==> src/hdl/ucc_pkg.sv <==
// Package for the upwind convection coefficient unit.
// Types, scheme and register codes, and the round/saturate function.
// No dependencies.
package ucc_pkg;

  localparam int DATA_W   = 32;
  localparam int TRANS_W  = 31;
  localparam int ACC_W    = 40;   // sums in 1/8 LSB units
  localparam int FRAC_SH  = 3;
  localparam int CFG_AW   = 3;
  localparam int CFG_DW   = 32;

  localparam logic [TRANS_W-1:0] TRANS_RESET = 31'd16777216;

  typedef enum logic [1:0] {
    SCH_FOU   = 2'd0,
    SCH_SOU   = 2'd1,
    SCH_QUAD  = 2'd2
  } scheme_t;

  // register index, taken from paddr[2]
  localparam logic REG_SCHEME    = 1'b0;
  localparam logic REG_TRANSIENT = 1'b1;

  typedef logic signed [ACC_W-1:0]  acc_t;
  typedef logic signed [DATA_W-1:0] coef_t;

  typedef struct packed {
    acc_t t_u;     // flux * upwind weight
    acc_t t_d;     // flux * downwind weight
    acc_t t_uu;    // flux * far-upwind weight
    acc_t t_edge;  // flux * 1.0 (boundary term)
    logic neg;
    logic edge_f;
  } face_terms_t;

  typedef struct packed {
    coef_t west;
    coef_t east;
    coef_t south;
    coef_t north;
    coef_t far_west;
    coef_t far_east;
    coef_t far_south;
    coef_t far_north;
    coef_t centre;
  } coef_set_t;

  localparam acc_t Q_MAX = acc_t'(64'sh0000_0000_7FFF_FFFF);
  localparam acc_t Q_MIN = acc_t'(-64'sh0000_0000_8000_0000);

  // round to nearest (ties up), drop the 3 fraction bits, saturate to 32 bits
  function automatic coef_t round_sat(input acc_t a);
    acc_t v;
    acc_t q;
    coef_t r;
    v = a + acc_t'(4);
    q = v >>> FRAC_SH;
    if (q > Q_MAX) begin
      r = coef_t'(Q_MAX);
    end else if (q < Q_MIN) begin
      r = coef_t'(Q_MIN);
    end else begin
      r = q[DATA_W-1:0];
    end
    return r;
  endfunction

endpackage

==> src/hdl/upwind_convection_coefficients_unit.sv <==
// Top level of the upwind convection coefficient unit (FOU / SOU / QUICK).
// Input register, face terms, assembly, result register. Depends on ucc_pkg,
// ucc_cfg_regs, ucc_face_terms, ucc_assemble.
//
//   channel | handshake            | payload
//   --------+----------------------+--------------------------------------
//   in_     | in_valid / in_ready  | flux and edge flag of each face (E, W, N, S)
//   out_    | out_valid / out_ready| nine Q8.24 coefficients
//   cfg_    | APB psel/penable     | scheme select, transient term
//
// An accepted input passes the input register, then the result register; one cell per cycle while out_ready holds.
// The rate is set by the two-stage register pipeline: the adder trees of the
// assembly sit between the input register and the result register.
// Reset (rst_n, synchronous) empties both stages and restores the registers.
// A stalled output holds its result; the input stage still takes a transaction
// while it is empty, so in_ready drops only when both stages are full.
module upwind_convection_coefficients_unit (
  input  logic                              clk,
  input  logic                              rst_n,
  input  logic                              in_valid,
  output logic                              in_ready,
  input  logic signed [ucc_pkg::DATA_W-1:0] in_flux_east,
  input  logic signed [ucc_pkg::DATA_W-1:0] in_flux_west,
  input  logic signed [ucc_pkg::DATA_W-1:0] in_flux_north,
  input  logic signed [ucc_pkg::DATA_W-1:0] in_flux_south,
  input  logic                              in_at_east_edge,
  input  logic                              in_at_west_edge,
  input  logic                              in_at_north_edge,
  input  logic                              in_at_south_edge,
  output logic                              out_valid,
  input  logic                              out_ready,
  output logic signed [ucc_pkg::DATA_W-1:0] out_coef_west,
  output logic signed [ucc_pkg::DATA_W-1:0] out_coef_east,
  output logic signed [ucc_pkg::DATA_W-1:0] out_coef_south,
  output logic signed [ucc_pkg::DATA_W-1:0] out_coef_north,
  output logic signed [ucc_pkg::DATA_W-1:0] out_coef_far_west,
  output logic signed [ucc_pkg::DATA_W-1:0] out_coef_far_east,
  output logic signed [ucc_pkg::DATA_W-1:0] out_coef_far_south,
  output logic signed [ucc_pkg::DATA_W-1:0] out_coef_far_north,
  output logic signed [ucc_pkg::DATA_W-1:0] out_coef_centre,
  input  logic                              cfg_psel,
  input  logic                              cfg_penable,
  input  logic                              cfg_pwrite,
  input  logic [ucc_pkg::CFG_AW-1:0]        cfg_paddr,
  input  logic [ucc_pkg::CFG_DW-1:0]        cfg_pwdata,
  output logic [ucc_pkg::CFG_DW-1:0]        cfg_prdata,
  output logic                              cfg_pready
);
  import ucc_pkg::*;

  logic [1:0]         scheme;
  logic [TRANS_W-1:0] transient;

  logic               s1_valid_r;
  coef_t              fe_r, fw_r, fn_r, fs_r;
  logic               ee_r, we_r, ne_r, se_r;
  logic               out_valid_r;
  coef_set_t          coef_r;
  coef_set_t          coef_nxt;

  logic               out_adv;
  logic               s1_adv;
  logic               in_take;

  face_terms_t        te, tw, tn, ts;

  ucc_cfg_regs u_cfg (
    .clk         (clk),
    .rst_n       (rst_n),
    .cfg_psel    (cfg_psel),
    .cfg_penable (cfg_penable),
    .cfg_pwrite  (cfg_pwrite),
    .cfg_paddr   (cfg_paddr),
    .cfg_pwdata  (cfg_pwdata),
    .cfg_prdata  (cfg_prdata),
    .cfg_pready  (cfg_pready),
    .scheme      (scheme),
    .transient   (transient)
  );

  assign out_adv  = !out_valid_r || out_ready;
  assign s1_adv   = s1_valid_r && out_adv;
  assign in_ready = !s1_valid_r || out_adv;
  assign in_take  = in_valid && in_ready;

  // input stage
  always_ff @(posedge clk) begin
    if (!rst_n) begin
      s1_valid_r <= 1'b0;
    end else if (in_ready) begin
      s1_valid_r <= in_valid;
    end
  end

  always_ff @(posedge clk) begin
    if (in_take) begin
      fe_r <= in_flux_east;
      fw_r <= in_flux_west;
      fn_r <= in_flux_north;
      fs_r <= in_flux_south;
      ee_r <= in_at_east_edge;
      we_r <= in_at_west_edge;
      ne_r <= in_at_north_edge;
      se_r <= in_at_south_edge;
    end
  end

  ucc_face_terms u_face_e (.flux(fe_r), .at_edge(ee_r), .scheme(scheme), .terms(te));
  ucc_face_terms u_face_w (.flux(fw_r), .at_edge(we_r), .scheme(scheme), .terms(tw));
  ucc_face_terms u_face_n (.flux(fn_r), .at_edge(ne_r), .scheme(scheme), .terms(tn));
  ucc_face_terms u_face_s (.flux(fs_r), .at_edge(se_r), .scheme(scheme), .terms(ts));

  ucc_assemble u_asm (
    .te        (te),
    .tw        (tw),
    .tn        (tn),
    .ts        (ts),
    .transient (transient),
    .coef      (coef_nxt)
  );

  // result stage
  always_ff @(posedge clk) begin
    if (!rst_n) begin
      out_valid_r <= 1'b0;
    end else if (out_adv) begin
      out_valid_r <= s1_valid_r;
    end
  end

  always_ff @(posedge clk) begin
    if (s1_adv) begin
      coef_r <= coef_nxt;
    end
  end

  assign out_valid          = out_valid_r;
  assign out_coef_west      = coef_r.west;
  assign out_coef_east      = coef_r.east;
  assign out_coef_south     = coef_r.south;
  assign out_coef_north     = coef_r.north;
  assign out_coef_far_west  = coef_r.far_west;
  assign out_coef_far_east  = coef_r.far_east;
  assign out_coef_far_south = coef_r.far_south;
  assign out_coef_far_north = coef_r.far_north;
  assign out_coef_centre    = coef_r.centre;

endmodule

==> src/hdl/ucc_cfg_regs.sv <==
// Configuration registers of the coefficient unit: scheme select and transient term.
// APB-style write/read port. Depends on ucc_pkg.
module ucc_cfg_regs (
  input  logic                          clk,
  input  logic                          rst_n,
  input  logic                          cfg_psel,
  input  logic                          cfg_penable,
  input  logic                          cfg_pwrite,
  input  logic [ucc_pkg::CFG_AW-1:0]    cfg_paddr,
  input  logic [ucc_pkg::CFG_DW-1:0]    cfg_pwdata,
  output logic [ucc_pkg::CFG_DW-1:0]    cfg_prdata,
  output logic                          cfg_pready,
  output logic [1:0]                    scheme,
  output logic [ucc_pkg::TRANS_W-1:0]   transient
);
  import ucc_pkg::*;

  logic [1:0]         scheme_r;
  logic [TRANS_W-1:0] transient_r;
  logic               wr_en;
  logic               reg_idx;

  assign cfg_pready = 1'b1;
  assign wr_en      = cfg_psel & cfg_penable & cfg_pwrite & cfg_pready;
  assign reg_idx    = cfg_paddr[2];

  always_ff @(posedge clk) begin
    if (!rst_n) begin
      scheme_r    <= 2'd0;
      transient_r <= TRANS_RESET;
    end else if (wr_en) begin
      unique case (reg_idx)
        REG_SCHEME:    scheme_r    <= cfg_pwdata[1:0];
        REG_TRANSIENT: transient_r <= cfg_pwdata[TRANS_W-1:0];
        default: ;
      endcase
    end
  end

  always_comb begin
    unique case (reg_idx)
      REG_SCHEME:    cfg_prdata = {{(CFG_DW-2){1'b0}}, scheme_r};
      REG_TRANSIENT: cfg_prdata = {{(CFG_DW-TRANS_W){1'b0}}, transient_r};
      default:       cfg_prdata = '0;
    endcase
  end

  assign scheme    = scheme_r;
  assign transient = transient_r;

endmodule

==> src/hdl/ucc_face_terms.sv <==
// Weighted flux terms of one cell face for the selected upwind scheme.
// Shift-and-add weights in 1/8 LSB units. Depends on ucc_pkg.
module ucc_face_terms (
  input  logic signed [ucc_pkg::DATA_W-1:0] flux,
  input  logic                              at_edge,
  input  logic [1:0]                        scheme,
  output ucc_pkg::face_terms_t              terms
);
  import ucc_pkg::*;

  acc_t f1, f2, f4, f8;

  assign f1 = {{(ACC_W-DATA_W){flux[DATA_W-1]}}, flux};
  assign f2 = f1 <<< 1;
  assign f4 = f1 <<< 2;
  assign f8 = f1 <<< 3;

  always_comb begin
    terms.t_edge = f8;
    terms.neg    = flux[DATA_W-1];
    terms.edge_f = at_edge;
    unique case (scheme_t'(scheme))
      SCH_SOU: begin           // 1.5, 0, -0.5
        terms.t_u  = f8 + f4;
        terms.t_d  = '0;
        terms.t_uu = -f4;
      end
      SCH_QUAD: begin          // 0.75, 0.375, -0.125
        terms.t_u  = f4 + f2;
        terms.t_d  = f2 + f1;
        terms.t_uu = -f1;
      end
      default: begin           // first-order upwind, also unused code
        terms.t_u  = f8;
        terms.t_d  = '0;
        terms.t_uu = '0;
      end
    endcase
  end

endmodule

==> src/hdl/ucc_assemble.sv <==
// Sums the face terms into the nine coefficients, then rounds and saturates.
// Combinational. Depends on ucc_pkg.
module ucc_assemble (
  input  ucc_pkg::face_terms_t              te,
  input  ucc_pkg::face_terms_t              tw,
  input  ucc_pkg::face_terms_t              tn,
  input  ucc_pkg::face_terms_t              ts,
  input  logic [ucc_pkg::TRANS_W-1:0]       transient,
  output ucc_pkg::coef_set_t                coef
);
  import ucc_pkg::*;

  acc_t aw, ae, as_, an, aww, aee, ass, ann, ap;

  always_comb begin
    aw  = '0;
    ae  = '0;
    as_ = '0;
    an  = '0;
    aww = '0;
    aee = '0;
    ass = '0;
    ann = '0;
    ap  = acc_t'({{(ACC_W-TRANS_W-FRAC_SH){1'b0}}, transient, {FRAC_SH{1'b0}}});

    // east face
    if (te.edge_f) begin
      ae = ae - te.t_edge;
    end else if (!te.neg) begin
      ap = ap + te.t_u;
      ae = ae - te.t_d;
      aw = aw - te.t_uu;
    end else begin
      ae  = ae - te.t_u;
      ap  = ap + te.t_d;
      aee = aee - te.t_uu;
    end

    // west face
    if (tw.edge_f) begin
      aw = aw + tw.t_edge;
    end else if (!tw.neg) begin
      aw  = aw + tw.t_u;
      ap  = ap - tw.t_d;
      aww = aww + tw.t_uu;
    end else begin
      ap = ap - tw.t_u;
      aw = aw + tw.t_d;
      ae = ae + tw.t_uu;
    end

    // north face
    if (tn.edge_f) begin
      an = an - tn.t_edge;
    end else if (!tn.neg) begin
      ap  = ap + tn.t_u;
      an  = an - tn.t_d;
      as_ = as_ - tn.t_uu;
    end else begin
      an  = an - tn.t_u;
      ap  = ap + tn.t_d;
      ann = ann - tn.t_uu;
    end

    // south face
    if (ts.edge_f) begin
      as_ = as_ + ts.t_edge;
    end else if (!ts.neg) begin
      as_ = as_ + ts.t_u;
      ap  = ap - ts.t_d;
      ass = ass + ts.t_uu;
    end else begin
      ap  = ap - ts.t_u;
      as_ = as_ + ts.t_d;
      an  = an + ts.t_uu;
    end

    coef.west      = round_sat(aw);
    coef.east      = round_sat(ae);
    coef.south     = round_sat(as_);
    coef.north     = round_sat(an);
    coef.far_west  = round_sat(aww);
    coef.far_east  = round_sat(aee);
    coef.far_south = round_sat(ass);
    coef.far_north = round_sat(ann);
    coef.centre    = round_sat(ap);
  end

endmodule

==> config.mk <==
export PLATFORM = sky130hd
export DESIGN_NAME = upwind_convection_coefficients_unit
export DESIGN_NICKNAME = d
export VERILOG_FILES = /design/src/hdl/ucc_pkg.sv /design/src/hdl/upwind_convection_coefficients_unit.sv /design/src/hdl/ucc_cfg_regs.sv /design/src/hdl/ucc_face_terms.sv /design/src/hdl/ucc_assemble.sv
export SDC_FILE = /design/constraint.sdc
export NUM_CORES = 2
export LEC_CHECK = 0
export ABC_AREA = 1
export BUFFER_PORTS_ARGS = -buffer_cell sky130_fd_sc_hd__buf_2
export CAP_MARGIN = 20
export CORE_ASPECT_RATIO = 0.5
export CORE_MARGIN = 1.5
export CORE_UTILIZATION = 25
export CTS_CLUSTER_DIAMETER = 50
export CTS_CLUSTER_SIZE = 20
export DETAILED_ROUTE_END_ITERATION = 10
export HOLD_SLACK_MARGIN = 0.06
export PLACE_DENSITY = 0.44
export SKIP_CTS_REPAIR_TIMING = 1
export SLEW_MARGIN = 30
export SYNTH_ARGS = -nofsm -noshare
export SYNTH_HDL_FRONTEND = slang
export SYNTH_SLANG_ARGS = --single-unit
==> constraint.sdc <==
create_clock -name clk -period 17.85 [get_ports clk]
set_input_delay 2.6775 -clock clk [delete_from_list [all_inputs] [get_ports clk]]
set_output_delay 2.6775 -clock clk [all_outputs]
set_load 0.02 [all_outputs]
* After elaboration in Yosys (flattened, before gate mapping)
Index checks and enable logic that the tools add are counted.
** Storage, ports and cells
- Input bits :: 174
- Logic and storage cells :: 151
- Register bits after elaboration :: 455
- Output and inout bits :: 323
** Operators by class
- Add/sub/neg operators :: 53
- Equality and inequality tests :: 2
- Magnitude comparators :: 18
- Bitwise gates (word level) :: 3
- Reduce and logical (&&, ||, !) cells :: 8
- Multiplexer cells :: 46
** Operators with widths (number)
- $mux 40 :: 32
- $pmux 120 s2 :: 4
- $add 40x4->40 const B :: 9
- $gt 37x32->1 const B :: 9
- $lt 37x32->1 const B :: 9
- $add 40x40->40 :: 8
- $mux 32 :: 9
- $sub 1x40->40 const A :: 6
- $neg 32->40 :: 4
- $neg 34->40 :: 4
- $sub 40x40->40 :: 4
- $add 35x34->36 :: 4
- $add 34x33->35 :: 4
- $add 33x32->34 :: 4
- $add 35x40->40 :: 2
- $add 40x35->40 :: 2
- $sub 1x35->36 const A :: 2
- $pmux 32 s2 :: 1
- $reduce_and 2->1 :: 2
- $and 1x1->1 :: 2
- $eq 2x1->1 const B :: 1
- $eq 2x2->1 const B :: 1
- $logic_and 1x1->1 :: 2
- $logic_not 1->1 :: 2
- 2 further kinds :: 3

* Longest topological paths before layout
- Depth after elaboration :: 17
- Gate-level depth with buffers :: 82
- Mapped depth without buffers :: 77

* Cells and area by module
A second synthesis with hierarchy kept.
** Second synthesis, totals
- Cells, all modules :: 12317
- Area total of the unflattened synthesis :: 75215.9 um2
** Modules (own cells, without submodules)
- ucc_assemble :: instances 1, area each 40425.0 um2, cells each 7809, seq. area each 0.0 um2
- upwind_convection_coefficients_unit :: instances 1, area each 12707.2 um2, cells each 433, seq. area each 12652.1 um2
- ucc_face_terms (u_face_e ...) :: instances 2, area each 5054.8 um2, cells each 939, seq. area each 0.0 um2
- ucc_face_terms (u_face_w) :: instances 1, area each 5127.4 um2, cells each 944, seq. area each 0.0 um2
- ucc_face_terms (u_face_s) :: instances 1, area each 5109.9 um2, cells each 967, seq. area each 0.0 um2
- ucc_cfg_regs :: instances 1, area each 1736.7 um2, cells each 286, seq. area each 660.6 um2

* Least setup slack after synthesis
OpenSTA, ideal clock, no wires.
- Path kind :: input-to-reg
- Start :: input out_ready
- End :: register coef_r, in the netlist out_coef_centre[0] (enable)
- Data required time :: 16816 ps
- Stages on the path :: 2
- Setup time :: 1034 ps
- Buffers on the path :: 0
- Setup slack :: 321 ps
- Arrival time :: 16495 ps
- Cells stage by stage :: inv_1 > a21oi_1
** On the way
- Cells in the longest elaborated chain, start to end :: 2
** RTL lines
- start: declaration :: RTL line upwind_convection_coefficients_unit.sv:31 : input logic out_ready,
- $logic_or 1x1->1 :: RTL line upwind_convection_coefficients_unit.sv:81 : assign out_adv = !out_valid_r || out_ready;
- $logic_and 1x1->1 :: RTL line upwind_convection_coefficients_unit.sv:82 : assign s1_adv = s1_valid_r && out_adv;
- net s1_adv :: RTL line upwind_convection_coefficients_unit.sv:62 : logic s1_adv;
- end signal: assignment :: RTL line upwind_convection_coefficients_unit.sv:133 : coef_r <= coef_nxt;
- end: declaration :: RTL line upwind_convection_coefficients_unit.sv:58 : coef_set_t coef_r;
The timed path passes the listed nets, and every way through them passes these cells.
A chain may end at the register's enable or synchronous reset.

* Worst setup path after layout
- Start :: register u_cfg.scheme_r[0], in the netlist u_cfg.scheme[0]
- End :: register coef_r, in the netlist out_coef_centre[1] (data pin)
** On the way
- Cells in the longest elaborated chain, start to end :: 17
- Elaborated cells on any way between the ends :: 26
- Classes of those cells :: 9 x add/sub; 2 x order compare; 2 x eq/ne; 13 x mux
** RTL lines
- start: declaration :: RTL line ucc_cfg_regs.sv:18 : logic [1:0] scheme_r;
- start signal: assignment :: RTL line ucc_cfg_regs.sv:33 : REG_SCHEME: scheme_r <= cfg_pwdata[1:0];
- $eq 2x2->1 or $eq 2x1->1 (tied branches) :: RTL line ucc_face_terms.sv:22 : unique case (scheme_t'(scheme))
- $pmux 120 s2 :: RTL line ucc_face_terms.sv:22
- $add 35x40->40 (on tied branches) :: RTL line ucc_assemble.sv:30, ucc_assemble.sv:35
- $mux 40 :: RTL line ucc_assemble.sv:29 : end else if (!te.neg) begin
- $mux 40 :: RTL line ucc_assemble.sv:27 : if (te.edge_f) begin
- $sub 40x40->40 (on tied branches) :: RTL line ucc_assemble.sv:44, ucc_assemble.sv:47
- $mux 40 :: RTL line ucc_assemble.sv:42 : end else if (!tw.neg) begin
- $mux 40 :: RTL line ucc_assemble.sv:40 : if (tw.edge_f) begin
- $add 40x40->40 (on tied branches) :: RTL line ucc_assemble.sv:56, ucc_assemble.sv:61
- $mux 40 :: RTL line ucc_assemble.sv:55 : end else if (!tn.neg) begin
- $mux 40 :: RTL line ucc_assemble.sv:53 : if (tn.edge_f) begin
- $sub 40x40->40 (on tied branches) :: RTL line ucc_assemble.sv:70, ucc_assemble.sv:73
- $mux 40 :: RTL line ucc_assemble.sv:68 : end else if (!ts.neg) begin
- $mux 40 * :: RTL line ucc_assemble.sv:66 : if (ts.edge_f) begin
- $add 40x4->40 * :: RTL line ucc_pkg.sv:57 : v = a + acc_t'(4);
- $lt 37x32->1 :: RTL line ucc_pkg.sv:61 : end else if (q < Q_MIN) begin
- $mux 32 :: RTL line ucc_pkg.sv:61
Every way passes the cells marked *; elsewhere a longest branch is shown, timed or not.

==> results_dict.tcl <==
set metrics [dict create \
    period_minus_slack_ns 12.67 \
    synth.avg_cell_area_um2 6.28 \
    drtPass1Iterations 6 \
    cts_buffer_depth 3 \
    crit_required_ns 18.32 \
    grt_pass1_vias 65256 \
    dp_cells 14576 \
    finalSetupViolCount 0 \
    die_x_um 737 \
    vdd_drop_max_mv 0.0758 \
    synthArstFlopShare 0 \
    ys_types 90 \
    finalNetCount 11837 \
    holdPathEnd "out_valid$_SDFFE_PN0P_" \
    top_usage_layer "met2" \
    post-dp-hpwl_um 247000 \
    synth_ff_type "edfxtp_1" \
    worstSkewPairLatency_ns 0.74 \
    vias 70772 \
    cts_made_buffers 54 \
    cts.sinks 455 \
    path_buf_inv 13 \
    grt_use_met3 0.0243 \
    reg2reg_depth 65 \
    critPathMaxFanout 71 \
    finalSetupTns_ns 0 \
    die_area_um2 273000 \
    stdcell_count 14678 \
    synth_top_area_share 0.187 \
    drtIter0Drc 6150 \
    grt_max_degree 121 \
    synth_area_um2 67400 \
    whs_path_depth 2 \
    gr-total-overflow 0 \
    met1_usage 0.286 \
    clkTransAtPathRegs_ns 0.08 \
    use_met2 0.342 \
    crit_arrival_ns 13.14 \
    synth-seq-cells 455 \
    fillers 30359 \
    critPathLaunchType "flip-flop" \
    rsz0062_at_grt "no" \
    row_count 134 \
    crit_top_cell "nand2_1" \
    initial_core_util 0.252 \
    reg2reg_from "u_cfg.scheme[0]$_SDFFE_PN0P_" \
    max-slew-margin-rel 0.251 \
    core_um2 267000 \
    grt_usage 0.207 \
    yosysWarnings 0 \
    crit_slowest_cell "ha_4" \
    dp_slack_ns 4.96 \
    dieHeight_um 370 \
    yosysTopAreaCell "edfxtp_1" \
    hp-class "flip-flop to flip-flop" \
    cts_max_level 2 \
    critical_path_class "flip-flop to flip-flop" \
    io_buffer_count 491 \
    synth.net_count 11534 \
    root_buffer "clkbuf_16" \
    ant_nets 0 \
    area_growth_pct 12.2 \
    synth_edf_count 420 \
    worst_clock_skew_ns 0.0393 \
    fin_crit_sh 0.710 \
    totalWireLength_um 294000 \
    synth.area.top_cells "edfxtp_1, nand2_1, ha_1, inv_1, xor2_1" \
    end_kind "flip-flop" \
    gp_congestion 0.954 \
    tightest_slew_ns 1.12 \
    timing.rr.end "out_coef_centre[1]$_SDFFCE_PN1P_" \
    maxCapViolCount 0 \
    wl_per_cell_um 20.0 \
    drive_gt1_frac 0.0863 \
    ys_top_cells_by_count "nand2_1, inv_1, nor2_1, o21ai_0, nand3_1" \
    max_stage_delay_ns 0.81 \
    p_leak_nw 36.2 \
    drt-vias-per-instance 4.82 \
    worstHoldStart "s1_valid_r$_SDFFE_PN0N_" \
    yosysSeqAreaShare 0.198 \
    r2r_slack_ns 5.18 \
    antenna_found_initial 20 \
    power-per-cell-area_nw_per_um2 66.4 \
    final-hold-violation-count 0 \
    boundaryPins 497 \
    drv_slew 0 \
    drcViolationCount 0 \
    grt_first_pass_wirelength_um 425000 \
    finalWorstSetupSlack_ns 5.18 \
    synthCells 10725 \
    path_delay_family "compound AO/OA/AOI/OAI gates" \
    cts_tree "yes" \
    status "finished, final reports clean" \
    timing.fmax_mhz 79.0 \
    synth_most_common_cell "nand2_1" \
]
[sequential cells by signal (all words and copies together), names as in the netlist, 2 cells and up]
register and count:
fe_r 32, fn_r 32, fs_r 32, fw_r 32, out_coef_centre 32, out_coef_east 32, out_coef_far_east 32, out_coef_far_north 32
out_coef_far_south 32, out_coef_far_west 32, out_coef_north 32, out_coef_south 32, out_coef_west 32, u_cfg.scheme 2, u_cfg.transient 31
[where the power goes]
part	total, mW	internal (mW)	switching, mW
clock	1.30	0.657	0.638
sequential	1.33	1.26	0.0673
combinational	2.40	0.738	1.66
[how the worst max path moves through the flow]
stage	startpoint	end	slack, ns	depth (start not counted)
finish	u_cfg.scheme[0]$_SDFFE_PN0P_	out_coef_centre[1]$_SDFFCE_PN1P_	5.18	65
global route	u_cfg.scheme[0]$_SDFFE_PN0P_	out_coef_centre[2]$_SDFFCE_PN1P_	3.96	56
CTS	u_cfg.scheme[0]$_SDFFE_PN0P_	out_coef_centre[1]$_SDFFCE_PN1P_	4.94	65
detailed placement	u_cfg.scheme[0]$_SDFFE_PN0P_	out_coef_centre[1]$_SDFFCE_PN1P_	4.96	65
global placement	u_cfg.scheme[0]$_SDFFE_PN0P_	out_coef_centre[20]$_SDFFCE_PN1P_	4.96	66
floorplan	out_ready	out_coef_centre[0]$_SDFFCE_PN1P_	0.32	2
[logic make-up (layout without fill, tap and decap cells)]
group	after synthesis	in the layout	share of synthesized area
other cells	2	4	0.000111
fa+ha+maj	635	635	0.119
xor+xnor	661	661	0.0860
mux	3	3	0.000446
flops	455	455	0.198
buf+inv	1834	2181	0.107
simple gates	5111	5111	0.321
compound gates	2024	2024	0.169
[per-stage QoR]
step                      hold WS [ns]  instance area, µm²  utilization  total power [mW]
after CTS                        0.533               75600        0.283              5.08
final                            0.530               75600        0.283              5.02
after global placement           0.517               73500        0.275              3.74
after detailed placement         0.524               73500        0.275              3.74
after floorplan                  0.448               67400            -              3.02
after global routing             0.552               75600        0.283              5.41
[layer usage]
| layer | share of wire | vias to the layer above |
|---|---|---|
| met4 | 0.026 | 0 |
| li1 | - | 35901 |
| met5 | 0 | - |
| met2 | 0.45 | 1725 |
| met3 | 0.053 | 250 |
| met1 | 0.47 | 32896 |
[cell usage in the layout (no fill, tap or decap), drive strengths merged, types with 6 or more instances in the layout]
cell type / synthesis / final
dfxtp: 35 / 35
nand2: 2894 / 2894
a21o: 27 / 27
clkbuf: 175 / 55
a32oi: 11 / 11
clkinv: 9 / 21
buf: 141 / 563
ha: 626 / 626
nor3: 130 / 130
o21ai: 905 / 905
o22ai: 165 / 165
a211oi: 16 / 16
o221ai: 22 / 22
a32o: 6 / 6
a21boi: 29 / 29
nand3: 658 / 658
o31ai: 19 / 19
a221oi: 8 / 8
o21a: 27 / 27
nor2: 1098 / 1098
o21bai: 42 / 42
fa: 9 / 9
or2: 88 / 88
nor3b: 10 / 10
inv: 1509 / 1540
a31oi: 43 / 43
and2: 14 / 14
xor2: 457 / 457
nor4: 26 / 26
edfxtp: 420 / 420
nand4: 159 / 159
nand3b: 30 / 30
o211ai: 53 / 53
xnor2: 204 / 204
o22a: 6 / 6
a21oi: 616 / 616
[layout make-up]
| type | count | area [µm²] | area share |
|---|---|---|---|
| tap | 3604 | 4510 | 0.0596 |
| timing repair buffer | 563 | 3040 | 0.0401 |
| antenna | 2 | 5.00 | 0.0000662 |
| inverter | 1518 | 5720 | 0.0756 |
| clock inverter | 45 | 694 | 0.00918 |
| clock buffer | 55 | 1380 | 0.0182 |
| sequential | 455 | 13300 | 0.176 |
| multi-input combinational | 8436 | 47000 | 0.621 |
[worst register-to-register path: cells and delay by family, from the launching register on]
family          cells  cell delay (ns)
simple gates       30             3.49
compound gates     14             3.55
fa+ha+maj           5             2.20
flops               1             0.34
buf+inv            13             2.31
xor+xnor            3             0.55
Power figures use the tool's default switching activity.
